File: config.mk
export PLATFORM = sky130hd
export DESIGN_NAME = map_polyline_delta_decoder
export DESIGN_NICKNAME = d
export VERILOG_FILES = /design/src/mpdd_pkg.sv /design/src/mpdd_out_fifo.sv /design/src/map_polyline_delta_decoder.sv
export VERILOG_INCLUDE_DIRS = /design/src /design/src/src
export SDC_FILE = /design/constraint.sdc
export NUM_CORES = 2
export LEC_CHECK = 0
export BUFFER_PORTS_ARGS = -buffer_cell sky130_fd_sc_hd__buf_2
export CAP_MARGIN = 20
export CORE_UTILIZATION = 30
export CTS_BUF_LIST = sky130_fd_sc_hd__clkbuf_4
export DETAILED_ROUTE_END_ITERATION = 8
export PLACE_DENSITY = 0.5
export SLEW_MARGIN = 10
export SYNTH_ARGS = -nofsm -noshare
export SYNTH_HDL_FRONTEND = slang
export SYNTH_SLANG_ARGS = --single-unit
export TNS_END_PERCENT = 1
File: constraint.sdc
create_clock -name i_clk -period 8.2 [get_ports i_clk]
set_input_delay 0.82 -clock i_clk [delete_from_list [all_inputs] [get_ports i_clk]]
set_output_delay 0.82 -clock i_clk [all_outputs]
set_load 0.02 [all_outputs]
File: src/assert_macros.svh
// Assertion macros shared by the decoder's modules.
`ifndef ASSERT_MACROS_SVH
`define ASSERT_MACROS_SVH
`define ASSERT_IMPL(lbl, clk, rst_n, ante, cons) \
    lbl: assert property (@(posedge clk) disable iff (!rst_n) (ante) |-> (cons)) \
        else $error("assertion failed");
`define ASSERT_NEXT(lbl, clk, rst_n, ante, cons) \
    lbl: assert property (@(posedge clk) disable iff (!rst_n) (ante) |=> (cons)) \
        else $error("assertion failed");
`endif

File: src/mpdd_pkg.sv
// Types and constants of the polyline delta decoder.
package mpdd_pkg;
    typedef struct packed {
        logic [7:0] data_byte;
        logic       record_start;
    } t_in;
    typedef struct packed {
        logic        result_kind;
        logic [6:0]  shape_type;
        logic        direction_flag;
        logic [21:0] label_offset;
        logic        label_in_net;
        logic [16:0] record_length;
        logic [31:0] point_lon;
        logic [31:0] point_lat;
        logic        last_point;
    } t_out;
    localparam logic [1:0] ADDR_CLON  = 2'd0;
    localparam logic [1:0] ADDR_CLAT  = 2'd1;
    localparam logic [1:0] ADDR_SHIFT = 2'd2;
    localparam logic [1:0] ADDR_MODE  = 2'd3;
    localparam logic [31:0] LON_CLAMP = 32'h007f_ffff;

    function automatic logic [4:0] width_of(input logic [3:0] base, input logic sgn);
        logic [4:0] w;
        w = 5'd2 + ((base <= 4'd9) ? {1'b0, base} : ({base, 1'b0} - 5'd9));
        return sgn ? w + 5'd1 : w;
    endfunction
endpackage

File: src/mpdd_out_fifo.sv
// Small result queue between the decoder core and the output channel.
module mpdd_out_fifo (
    input  logic          i_clk,
    input  logic          i_rst_n,
    input  logic          i_push,
    input  mpdd_pkg::t_out i_data,
    output logic [2:0]    o_count,
    output logic          o_valid,
    output mpdd_pkg::t_out o_data,
    input  logic          i_stall
);
    import mpdd_pkg::*;
    t_out r_mem [4];
    logic [1:0] r_wp, r_rp;
    logic [2:0] r_cnt;
    logic pop;
    assign pop = r_cnt != 3'd0 && !i_stall;
    assign o_valid = r_cnt != 3'd0;
    assign o_data = r_mem[r_rp];
    assign o_count = r_cnt;
    always_ff @(posedge i_clk) begin
        if (i_push) r_mem[r_wp] <= i_data;
    end
    always_ff @(posedge i_clk) begin
        if (!i_rst_n) begin
            r_wp <= '0;
            r_rp <= '0;
            r_cnt <= '0;
        end else begin
            if (i_push) r_wp <= r_wp + 2'd1;
            if (pop) r_rp <= r_rp + 2'd1;
            r_cnt <= r_cnt + {2'b0, i_push} - {2'b0, pop};
        end
    end
    `include "assert_macros.svh"
    `ASSERT_IMPL(a_no_overflow, i_clk, i_rst_n, i_push, (r_cnt < 3'd4) || pop)
    `ASSERT_NEXT(a_cnt_hold, i_clk, i_rst_n, !i_push && !pop, $stable(r_cnt))
    `ASSERT_IMPL(a_valid_cnt, i_clk, i_rst_n, o_valid, r_cnt <= 3'd4)
endmodule

File: src/map_polyline_delta_decoder.sv
// Top level of the polyline and polygon record delta decoder.
// One record byte is accepted at a time, and the input is stalled until that byte has been
// handled. The base-width byte that closes the header queues the header transaction and
// holds the first point back. A bitstream byte is shifted into the bit reservoir one bit a
// cycle. Each decoded point is then read from the reservoir one delta bit per cycle, and
// every escape chunk is read bit by bit and added to the escape sum. Results wait in a
// four-entry queue; the input is stalled while the queue holds more than one transaction,
// and decoding pauses while it holds more than two or one is being written.
module map_polyline_delta_decoder (
    input  logic           i_clk,
    input  logic           i_rst_n,
    input  logic           i_valid,
    output logic           o_stall,
    input  mpdd_pkg::t_in  i_data,
    output logic           o_valid,
    input  logic           i_stall,
    output mpdd_pkg::t_out o_data,
    input  logic           psel,
    input  logic           penable,
    input  logic           pwrite,
    input  logic [3:0]     paddr,
    input  logic [31:0]    pwdata,
    output logic [31:0]    prdata,
    output logic           pready
);
    import mpdd_pkg::*;

    typedef enum logic [7:0] {
        S_IDLE  = 8'b0000_0001,
        S_LOAD  = 8'b0000_0010,
        S_PICK  = 8'b0000_0100,
        S_BIT   = 8'b0000_1000,
        S_VAL   = 8'b0001_0000,
        S_ADD   = 8'b0010_0000,
        S_EMIT  = 8'b0100_0000,
        S_FIN   = 8'b1000_0000
    } t_state;

    t_state r_state, n_state;
    logic [23:0] r_clon, r_clat;
    logic [4:0]  r_cshift;
    logic        r_lmode;
    logic [1:0]  r_rec;
    logic [3:0]  r_hidx;
    logic [15:0] r_left;
    logic [63:0] r_buf;
    logic [6:0]  r_bcnt;
    logic [4:0]  r_xw, r_yw;
    logic [3:0]  r_smode;
    logic        r_ebf;
    logic [31:0] r_lon, r_lat, r_esc;
    logic [55:0] r_hf;
    logic [6:0]  r_type;
    logic        r_dir, r_two;
    logic [7:0]  r_base;
    logic [15:0] r_hlen;
    logic [1:0]  r_phase;
    logic        r_pv;
    logic [31:0] r_plon, r_plat;
    logic [4:0]  r_shift;
    logic        r_cneg;
    logic [7:0]  r_byte;
    logic [3:0]  r_ld;
    logic        r_ended;
    logic [4:0]  r_bi;
    logic [31:0] r_tmp, r_v;

    logic        push;
    t_out        pdata;
    logic [2:0]  fcnt;
    logic        acc;

    assign pready = 1'b1;
    assign o_stall = r_state != S_IDLE || fcnt > 3'd1;
    assign acc = i_valid && !o_stall;

    always_comb begin
        case (paddr[3:2])
            ADDR_CLON:  prdata = {8'd0, r_clon};
            ADDR_CLAT:  prdata = {8'd0, r_clat};
            ADDR_SHIFT: prdata = {27'd0, r_cshift};
            ADDR_MODE:  prdata = {31'd0, r_lmode};
            default:    prdata = '0;
        endcase
    end

    mpdd_out_fifo u_fifo (
        .i_clk(i_clk), .i_rst_n(i_rst_n), .i_push(push), .i_data(pdata),
        .o_count(fcnt), .o_valid(o_valid), .o_data(o_data), .i_stall(i_stall)
    );

    logic [4:0]  cw;
    logic        csgn, cneg;
    logic [5:0]  bpc;
    logic [31:0] half;
    logic [23:0] lbl;
    logic [31:0] dlng, dlat;
    logic        fbyte_xs, fbyte_ys;

    assign cw   = (r_phase == 2'd1) ? r_xw : r_yw;
    assign csgn = (r_phase == 2'd1) ? r_smode[0] : r_smode[2];
    assign cneg = (r_phase == 2'd1) ? r_smode[1] : r_smode[3];
    assign bpc  = {1'b0, r_xw} + {1'b0, r_yw} + {5'd0, r_ebf};
    assign half = 32'd1 << (cw - 5'd1);
    assign lbl  = r_hf[23:0];
    assign dlng = {{16{r_hf[39]}}, r_hf[39:24]};
    assign dlat = {{16{r_hf[55]}}, r_hf[55:40]};
    assign fbyte_xs = i_data.data_byte[0];
    assign fbyte_ys = fbyte_xs ? i_data.data_byte[2] : i_data.data_byte[1];

    function automatic logic [31:0] clampf(input logic [31:0] v, input logic neg);
        return (!neg && v >= 32'h0080_0000 && v < 32'h8000_0000) ? LON_CLAMP : v;
    endfunction

    always_ff @(posedge i_clk) begin
        if (!i_rst_n) begin
            r_state <= S_IDLE;
            r_clon <= '0; r_clat <= '0; r_cshift <= '0; r_lmode <= 1'b0;
            r_rec <= '0; r_hidx <= '0; r_left <= '0; r_pv <= 1'b0;
            r_phase <= '0; r_bcnt <= '0; r_buf <= '0;
            r_xw <= '0; r_yw <= '0; r_smode <= '0; r_ebf <= 1'b0;
            r_two <= 1'b0; r_hlen <= '0; r_hf <= '0;
            push <= 1'b0;
        end else begin
            push <= 1'b0;
            if (psel && penable && pwrite) begin
                case (paddr[3:2])
                    ADDR_CLON:  r_clon <= pwdata[23:0];
                    ADDR_CLAT:  r_clat <= pwdata[23:0];
                    ADDR_SHIFT: r_cshift <= pwdata[4:0];
                    ADDR_MODE:  r_lmode <= pwdata[0];
                    default: ;
                endcase
            end
            case (r_state)
                S_IDLE: begin
                    if (acc && (i_data.record_start || r_rec != 2'd0)) begin
                        if (i_data.record_start || r_rec == 2'd1) begin
                            if (i_data.record_start || r_hidx == 4'd0) begin
                                r_rec <= 2'd1; r_pv <= 1'b0; r_phase <= '0;
                                r_two <= i_data.data_byte[7];
                                r_type <= r_lmode ? {1'b0, i_data.data_byte[5:0]}
                                                  : i_data.data_byte[6:0];
                                r_dir <= r_lmode & i_data.data_byte[6];
                                r_hf <= '0; r_hlen <= '0; r_hidx <= 4'd1;
                            end else if (r_hidx <= 4'd7) begin
                                r_hf[{r_hidx[2:0] - 3'd1, 3'b000} +: 8] <= i_data.data_byte;
                                r_hidx <= r_hidx + 4'd1;
                            end else if (r_hidx == 4'd8) begin
                                r_hlen <= {8'd0, i_data.data_byte}; r_hidx <= 4'd9;
                            end else if (r_hidx == 4'd9 && r_two) begin
                                r_hlen[15:8] <= i_data.data_byte; r_hidx <= 4'd10;
                            end else begin
                                r_base <= i_data.data_byte; r_hidx <= 4'd0;
                                r_ebf <= lbl[22];
                                pdata <= '{result_kind: 1'b0, shape_type: r_type,
                                    direction_flag: r_dir, label_offset: lbl[21:0],
                                    label_in_net: lbl[23],
                                    record_length: 17'd10 + {1'b0, r_hlen}
                                                   + {16'd0, r_two},
                                    point_lon: '0, point_lat: '0, last_point: 1'b0};
                                push <= 1'b1;
                                r_shift <= r_cshift;
                                r_cneg <= r_clon[23];
                                r_lon <= clampf((dlng << r_cshift) + {8'd0, r_clon},
                                                r_clon[23]);
                                r_lat <= (dlat << r_cshift) + {{8{r_clat[23]}}, r_clat};
                                r_left <= r_hlen; r_buf <= '0; r_bcnt <= '0;
                                r_ended <= r_hlen == 16'd0;
                                r_pv <= 1'b0;
                                r_state <= S_EMIT;
                            end
                        end else if (r_rec == 2'd2) begin
                            r_smode <= {fbyte_ys & (fbyte_xs ? i_data.data_byte[3]
                                                             : i_data.data_byte[2]),
                                        !fbyte_ys,
                                        fbyte_xs & i_data.data_byte[1], !fbyte_xs};
                            r_xw <= width_of(r_base[3:0], !fbyte_xs);
                            r_yw <= width_of(r_base[7:4], !fbyte_ys);
                            r_byte <= i_data.data_byte >> (3'd2 + {2'd0, fbyte_xs}
                                                          + {2'd0, fbyte_ys});
                            r_ld <= 4'd6 - {3'd0, fbyte_xs} - {3'd0, fbyte_ys};
                            r_rec <= 2'd3;
                            r_left <= r_left - 16'd1;
                            r_ended <= r_left == 16'd1;
                            r_state <= S_LOAD;
                        end else begin
                            r_byte <= i_data.data_byte;
                            r_ld <= (r_bcnt <= 7'd56) ? 4'd8 : 4'd0;
                            r_left <= r_left - 16'd1;
                            r_ended <= r_left == 16'd1;
                            r_state <= S_LOAD;
                        end
                    end
                end
                S_LOAD: begin
                    if (r_ld != 4'd0) begin
                        r_buf[r_bcnt[5:0]] <= r_byte[0];
                        r_byte <= r_byte >> 1;
                        r_bcnt <= r_bcnt + 7'd1;
                        r_ld <= r_ld - 4'd1;
                    end else begin
                        r_state <= S_PICK;
                    end
                end
                S_PICK: begin
                    if (r_phase == 2'd0) begin
                        if (push || fcnt > 3'd2) begin
                            r_state <= S_PICK;
                        end else if ({1'b0, r_bcnt} < {2'b0, bpc}) begin
                            r_state <= r_ended ? S_FIN : S_IDLE;
                        end else begin
                            if (r_ebf) begin
                                r_buf <= r_buf >> 1;
                                r_bcnt <= (r_bcnt != 7'd0) ? r_bcnt - 7'd1 : 7'd0;
                            end
                            r_esc <= '0; r_phase <= 2'd1;
                        end
                    end else if (!r_ended && r_bcnt < {2'b0, cw}) begin
                        r_state <= S_IDLE;
                    end else begin
                        r_tmp <= '0; r_bi <= '0; r_state <= S_BIT;
                    end
                end
                S_BIT: begin
                    if (r_bi == cw) begin
                        r_state <= S_VAL;
                    end else begin
                        r_tmp[r_bi] <= r_buf[0];
                        r_buf <= r_buf >> 1;
                        r_bcnt <= (r_bcnt != 7'd0) ? r_bcnt - 7'd1 : 7'd0;
                        r_bi <= r_bi + 5'd1;
                    end
                end
                S_VAL: begin
                    if (csgn && r_tmp == half) begin
                        r_esc <= r_esc + r_tmp - 32'd1;
                        r_state <= S_PICK;
                    end else begin
                        if (csgn) r_v <= (r_tmp < half) ? r_esc + r_tmp
                                                      : r_tmp - (half << 1) - r_esc;
                        else r_v <= cneg ? 32'd0 - r_tmp : r_tmp;
                        r_state <= S_ADD;
                    end
                end
                S_ADD: begin
                    if (r_phase == 2'd1) begin
                        r_lon <= r_lon + (r_v << r_shift);
                        r_esc <= '0; r_phase <= 2'd2;
                        r_state <= S_PICK;
                    end else begin
                        r_lat <= r_lat + (r_v << r_shift);
                        r_lon <= clampf(r_lon, r_cneg);
                        r_phase <= 2'd0;
                        r_state <= S_EMIT;
                    end
                end
                S_EMIT: begin
                    if (r_pv) begin
                        pdata <= '{result_kind: 1'b1, shape_type: '0,
                            direction_flag: 1'b0, label_offset: '0, label_in_net: 1'b0,
                            record_length: '0, point_lon: r_plon, point_lat: r_plat,
                            last_point: 1'b0};
                        push <= 1'b1;
                    end
                    r_pv <= 1'b1; r_plon <= r_lon; r_plat <= r_lat;
                    if (r_rec == 2'd1) begin
                        if (r_ended) r_state <= S_FIN;
                        else begin r_rec <= 2'd2; r_state <= S_IDLE; end
                    end else r_state <= S_PICK;
                end
                S_FIN: begin
                    if (r_pv) begin
                        pdata <= '{result_kind: 1'b1, shape_type: '0,
                            direction_flag: 1'b0, label_offset: '0, label_in_net: 1'b0,
                            record_length: '0, point_lon: r_plon, point_lat: r_plat,
                            last_point: 1'b1};
                        push <= 1'b1;
                    end
                    r_pv <= 1'b0; r_rec <= 2'd0; r_phase <= 2'd0;
                    r_state <= S_IDLE;
                end
                default: r_state <= S_IDLE;
            endcase
        end
    end

    `include "assert_macros.svh"
    `ASSERT_IMPL(a_stall_busy, i_clk, i_rst_n, r_state != S_IDLE, o_stall)
    `ASSERT_NEXT(a_fin_idle, i_clk, i_rst_n, r_state == S_FIN, r_rec == 2'd0)
    `ASSERT_IMPL(a_onehot, i_clk, i_rst_n, 1'b1, $onehot(r_state))
endmodule
# Word level (Yosys, flattened, before mapping)
# Memory sizes are Yosys's and may differ from the RTL's. A register that Yosys moved wholly into a read port is not among the register bits.
# Cells that the tools add are included.
[word_totals]
regBits = 632
ram_bits = 456
in_bits = 52
output_inout_bits = 149
n_memories = 1
[memory_table]
columns = ["name", "words", "width", "read_ports", "rd_clocked_by_memory_dff", "write_ports", "line", "source"]
rows = [
  ["u_fifo.r_mem", 4, 114, 1, 1, 1, "mpdd_out_fifo.sv:13", "t_out r_mem [4];"],
]
[classes]
n_addsub = 36
order_cmp = 17
n_eq_ne = 61
shifts = 7
muxes = 171
bitwise_logic = 9
n_reduce_logical = 73
[op_table]
columns = ["cell", "n"]
rows = [
  ["$mux W114", 8],
  ["$mux W32", 27],
  ["$mux W64", 12],
  ["$pmux W114 S3", 1],
  ["$pmux W64 S4", 1],
  ["$pmux W32 S2", 3],
  ["$mux W8", 20],
  ["$add A32 B32 Y32", 4],
  ["$pmux W32 S4", 1],
  ["$mux W16", 7],
  ["$mux W56", 2],
  ["$mux W7", 14],
  ["$pmux W32 S3", 1],
  ["$shl A32 B5 Y32", 3],
  ["$bwmux W64", 1],
  ["$ge A32 B24 Y1 const B", 2],
  ["$lt A32 B32 Y1 const B", 2],
  ["$sub A32 B32 Y32", 2],
  ["$ne A2 B2 Y1 const B", 30],
  ["$bwmux W56", 1],
  ["$pmux W8 S7", 1],
  ["$shift A8 B8 Y56 const A", 1],
  ["$shiftx A8 B8 Y56", 1],
  ["$mux W4", 10],
  ["other kinds (93)", 219],
]

# Longest topological paths before layout
[logic_depth]
ltp_word = 13
ltp_mapped = 25
mapped_depth_nobuf = 20

# Modules after synthesis
# Synthesis repeated with hierarchy kept, for this count alone.
[hier_totals]
cells_unflattened = 5674
area_unflattened_um2 = 60862.1
[by_module_without_submodules]
columns = ["mod", "n_inst", "cells_per_inst", "area_per_inst_um2"]
rows = [
  ["map_polyline_delta_decoder", 1, 5033, 43948.4],
  ["mpdd_out_fifo", 1, 641, 16913.7],
]

# Least setup slack after synthesis
# No wires, ideal clock.
[synth_path]
path_kind = "input -> register"
startpoint = "in i_data[0] (netlist name)"
endpoint = "reg pdata[0] (netlist name), enable pin"
t_arrival_ns = 6.587
required_time_ns = 7.611
path_slack_ns = 1.024
cell_stages = 6
n_path_buf = 3
cell_sequence = "clkbuf_1 > nand2b_1 > clkbuf_1 > clkbuf_1 > a32oi_1 > nor2_1"
[synth_between]
elab_chain_cells = 4
elab_cells_between_ends = 8
cone_classes = "eq/ne: 3; reduce/logical: 5"
[synth_lines]
columns = ["element", "line", "source"]
rows = [
  ["start, declared", "map_polyline_delta_decoder.sv:14", "input mpdd_pkg::t_in i_data,"],
  ["$logic_or A1 B1 Y1", "map_polyline_delta_decoder.sv:137", "if (acc && (i_data.record_start || r_rec != 2'd0)) begin"],
  ["$logic_and A1 B1 Y1", "map_polyline_delta_decoder.sv:137", ""],
  ["$ne A2 B2 Y1 (no line)", "-", ""],
  ["$reduce_and A10 Y1 (no line) *", "-", ""],
  ["end signal, assigned", "map_polyline_delta_decoder.sv:156", "pdata <= '{result_kind: 1'b0, shape_type: r_type,"],
  ["end signal, assigned", "map_polyline_delta_decoder.sv:260", "pdata <= '{result_kind: 1'b1, shape_type: '0,"],
  ["end signal, assigned", "map_polyline_delta_decoder.sv:274", "pdata <= '{result_kind: 1'b1, shape_type: '0,"],
  ["end, declared", "map_polyline_delta_decoder.sv:69", "t_out pdata;"],
]
# Mark *: on every way between the ends. The rest lies on a longest branch, timed or not.
# A chain may end at the register's enable or synchronous reset.

# Worst setup path in the final report
[layout_path]
startpoint = "reg r_phase[0]"
endpoint = "reg r_v[28] (data pin)"
[layout_between]
elab_chain_cells = 8
elab_cells_between_ends = 12
cone_classes = "add/sub: 3; order compare: 1; eq/ne: 1; shift: 1; mux: 6"
[layout_lines]
columns = ["element", "line", "source"]
rows = [
  ["start, declared", "map_polyline_delta_decoder.sv:57", "logic [1:0] r_phase;"],
  ["start signal, assigned", "map_polyline_delta_decoder.sv:120", "r_phase <= '0; r_bcnt <= '0; r_buf <= '0;"],
  ["start signal, assigned", "map_polyline_delta_decoder.sv:140", "r_rec <= 2'd1; r_pv <= 1'b0; r_phase <= '0;"],
  ["start signal, assigned", "map_polyline_delta_decoder.sv:217", "r_esc <= '0; r_phase <= 2'd1;"],
  ["$eq A2 B1 Y1 *", "map_polyline_delta_decoder.sv:100, map_polyline_delta_decoder.sv:101, map_polyline_delta_decoder.sv:102", ""],
  ["$mux W5", "map_polyline_delta_decoder.sv:100", "assign cw = (r_phase == 2'd1) ? r_xw : r_yw;"],
  ["$sub A5 B1 Y5", "map_polyline_delta_decoder.sv:104", "assign half = 32'd1 << (cw - 5'd1);"],
  ["$shl A1 B5 Y32", "map_polyline_delta_decoder.sv:104", ""],
  ["$sub A32 B32 Y32 (2 in a row)", "map_polyline_delta_decoder.sv:241", ": r_tmp - (half << 1) - r_esc;"],
  ["$mux W32", "map_polyline_delta_decoder.sv:240", "if (csgn) r_v <= (r_tmp < half) ? r_esc + r_tmp"],
  ["$mux W32 *", "map_polyline_delta_decoder.sv:240", ""],
  ["end signal, assigned", "map_polyline_delta_decoder.sv:240", ""],
  ["end signal, assigned", "map_polyline_delta_decoder.sv:242", "else r_v <= cneg ? 32'd0 - r_tmp : r_tmp;"],
  ["end, declared", "map_polyline_delta_decoder.sv:66", "logic [31:0] r_tmp, r_v;"],
]
# Marked as above.

==> impl_metrics.csv <==
group,metric,value,unit
outcome,status,"finished with violations",
outcome,violations,"design-rule violations",
critical_path,worstSetupEndpointType,"flip-flop",
timing,slew_violations,0,
pwr,ir_worst_vdd,0.000179,V
pwr,p_leak,25.1,nW
placed_design,place_hpwl,127,mm
placed_design,port_buffers,181,
yosys,synth_flop_cell,"edfxtp_1",
timing,period_share,77.5,%
cells_and_area,final.fill_count,20280,
yosys,avgSynthCellArea,10.7,sq um
global_route,use_met2,27.4,%
route,wire_per_inst,20.4,um
floorplan,die_x,450,um
cells_and_area,utilization,34.2,%
yosys,synth_area_leader_cell,"edfxtp_1",
global_route,grt_pass1_vias,43701,
route,drt_iter0_drc,3697,
cells_and_area,nets,6287,
timing,maxSlewHeadroom,24.5,%
cts,cts_inserted_buffers,319,
global_route,grt.overflow.total,0,
route,ant_nets,0,
cells_and_area,drive_above_1_share,16.1,%
cells_and_area,syn_to_final_growth,13.4,%
timing,finalHoldViolations,0,
cts,cts_tree,"built",
cts,cts_buffer_depth,4,
route,routed_wl,180,mm
pwr,p_per_area,201,nW/um^2
cts,clkTransAtPathRegs,0.07,ns
critical_path,crit_type,"reg2reg",
timing,setup_viol,0,
critical_path,critical_path_required,9.29,ns
floorplan,die_h,450,um
yosys,netlist.area_leader.share,41.5,%
critical_path,critPathMaxStageDelay,0.70,ns
route,vias,45162,
timing,fin_tns_setup,0,ns
global_route,grt_util_all_layers,17.3,%
timing,worst_hold_slack,0.211,ns
timing,fin_worst_skew,0.121,ns
global_route,use_met1,23.4,%
timing,clock.fmax,157,MHz
global_route,top_usage_layer,"met2",
job,drv_cap,0,
route,drtPass1Iterations,8,
placed_design,place_inst,8230,
yosys,synth_area,60300,sq um
timing,rsz0062_at_grt,"no",
floorplan,initial_core_util,30.2,%
cts,clkLatencyLatePin,1.37,ns
global_route,grt_pass1_wl,271,mm
yosys,yosysWarnings,0,
floorplan,coreArea,200000,sq um
cts,cts_resized,0,
floorplan,ioPinCount,201,
timing,worstMarginPinSlew,1.13,ns
yosys,yosysSeqAreaShare,50.0,%
global_route,use_met3,3.25,%
yosys,synth-edff-count,834,
yosys,yosys-top-cells-area,"edfxtp_1 42%, dfxtp_1 8.5%, ha_1 5.5%",
critical_path,cp_cell_sequence,"nor2b_1, buf_4, mux2i_1, nand2_1, nor2_1, xor2_1, and2_1, nand2_1, fa_1, ha_1, a21oi_1, o21ai_0, a21oi_1, nor4b_1, o21ai_0, nand2_1, a21oi_1, o2bb2ai_1, xnor2_1, nor2_1, o22ai_1",
yosys,ys_seq_elements,1090,
critical_path,critPathLaunchType,"flip-flop",
global_route,grt_max_degree,102,
yosys,synth_cells,5628,
cells_and_area,multi_input_area,28500,sq um
yosys,async_flop_share,0,%
route,drcViolationCount,66,
yosys,synth_cell_types,99,
critical_path,arrival,7.44,ns
critical_path,path_max_fanout,13,
cells_and_area,layout.cells.non_filler,8822,
cts,post_cts_buffers,0,
floorplan,fp-row-count,164,
hold_path,holdCritPathClass,"in2reg",
cts,clkSinkCount,1090,
placed_design,routabilityCongestion,0.911,
cells_and_area,ff_latch_area,30200,sq um
timing,fin_crit,6.35,ns
critical_path,slowest_stage,"mux2i_1",
cts,cts_hold_buf,35,
global_route,antenna_found_initial,8,
floorplan,dieArea,203000,sq um
cts,cts_htree_levels,5,
route,via_per_inst,5.12,
cts,root_buffer,"clkbuf_4",
[kinds of logic after synthesis]
kind of cell,count (synthesis),synth area share [%]
AND/OR/NAND/NOR,1804,13.8
AO/OA/AOI/OAI,1406,14.5
flip-flops,1090,50.0
buffers and inverters,455,3.01
multiplexers,312,8.26
adder cells (fa/ha/maj),301,6.71
XOR/XNOR,258,3.75
other,2,0.0124
[path summary, 6_finish.rpt]
| kind | startpoint | end | slack [ns] | depth (start not counted) |
|---|---|---|---|---|
| worst min register to register | r_lat[13] | r_plat[13] | 0.40 | 0 |
| worst max-delay path | r_phase[0] | r_v[28] | 1.85 | 21 |
| worst min-delay path | i_valid | r_two | 0.21 | 5 |
| worst max register to register | r_phase[0] | r_v[28] | 1.85 | 21 |
[state kept, by name, indices dropped and copies added (netlist names), 32 cells and up, named ones only]
register      count
pdata           114
r_lat            32
r_hf             56
r_plon           32
u_fifo.r_mem    456
r_buf            64
r_plat           32
r_lon            32
r_tmp            32
r_esc            32
r_v              32
[cell usage in the layout, fill, tap and decap left out, drive strengths merged, types with 71 or more instances in the layout]
| cell | count |
|---|---|
| buf | 259 |
| a22oi | 76 |
| nand3 | 146 |
| nor2 | 573 |
| a21oi | 552 |
| a211oi | 133 |
| edfxtp | 834 |
| ha | 263 |
| mux2i | 150 |
| o21ai | 260 |
| xnor2 | 149 |
| a21o | 91 |
| inv | 140 |
| and2 | 144 |
| clkinv | 71 |
| xor2 | 109 |
| dfxtp | 256 |
| mux4 | 147 |
| nand2 | 562 |
| clkbuf | 462 |
[metrics by stage]
| step | power (mW) | setup WS (ns) | area (sq um) |
|---|---|---|---|
| final | 13.8 | 1.85 | 68400 |
| after global routing | 14.5 | 1.29 | 68400 |
| after CTS | 14.0 | 1.90 | 68300 |
| after detailed placement | 8.82 | 2.00 | 64100 |
| after global placement | 8.80 | 2.00 | 64100 |
| after floorplan | 8.10 | 1.02 | 60400 |
[cells in the mapped netlist (39+ instances only)]
cell and count:
a21oi_1 551, nand3_1 146, ha_1 263, nand2b_1 47, xnor2_1 149, a211oi_1 131
mux4_2 146, a22oi_1 56, nand4_1 39, a21o_1 91, and2_1 142, xor2_1 109
inv_1 132, clkbuf_1 253, mux2i_1 150, dfxtp_1 256, buf_1 40, nor3_1 65
nand2_1 562, o21ai_0 256, nor2_1 573, nor2b_1 57, a31oi_1 41, edfxtp_1 834
[metal layers]
layer | vias up | share of wire, %
met5 | - | 0.014
met4 | 4 | 3.1
met3 | 268 | 5.4
met2 | 1217 | 46
met1 | 22004 | 45
li1 | 21669 | -
[where the power goes]
group	internal, mW	switching [mW]
sequential	6.11	0.256
clock	2.69	2.38
combinational	0.901	1.43
[worst max-delay path, delay by kind of cell (launching register included)]
kind / cells / cell delay (ns)
and+or+nand+nor: 8 / 1.52
DFF: 1 / 0.40
buffers and inverters: 1 / 0.23
adders and majority gates: 2 / 0.82
muxes: 1 / 0.70
AOI/OAI and AO/OA: 7 / 1.86
xor gates and xnor gates: 2 / 0.54
[layout make-up]
| type | count | area share [%] |
|---|---|---|
| antenna | 14 | 0.0512 |
| clock buffer | 461 | 5.06 |
| clock inverter | 78 | 0.613 |
| inverter | 138 | 0.768 |
| multi-input combinational | 4090 | 41.7 |
| sequential | 1090 | 44.1 |
| tap | 2656 | 4.86 |
| timing repair buffer | 295 | 2.85 |
No activity file was read; power rests on OpenSTA's default activity.
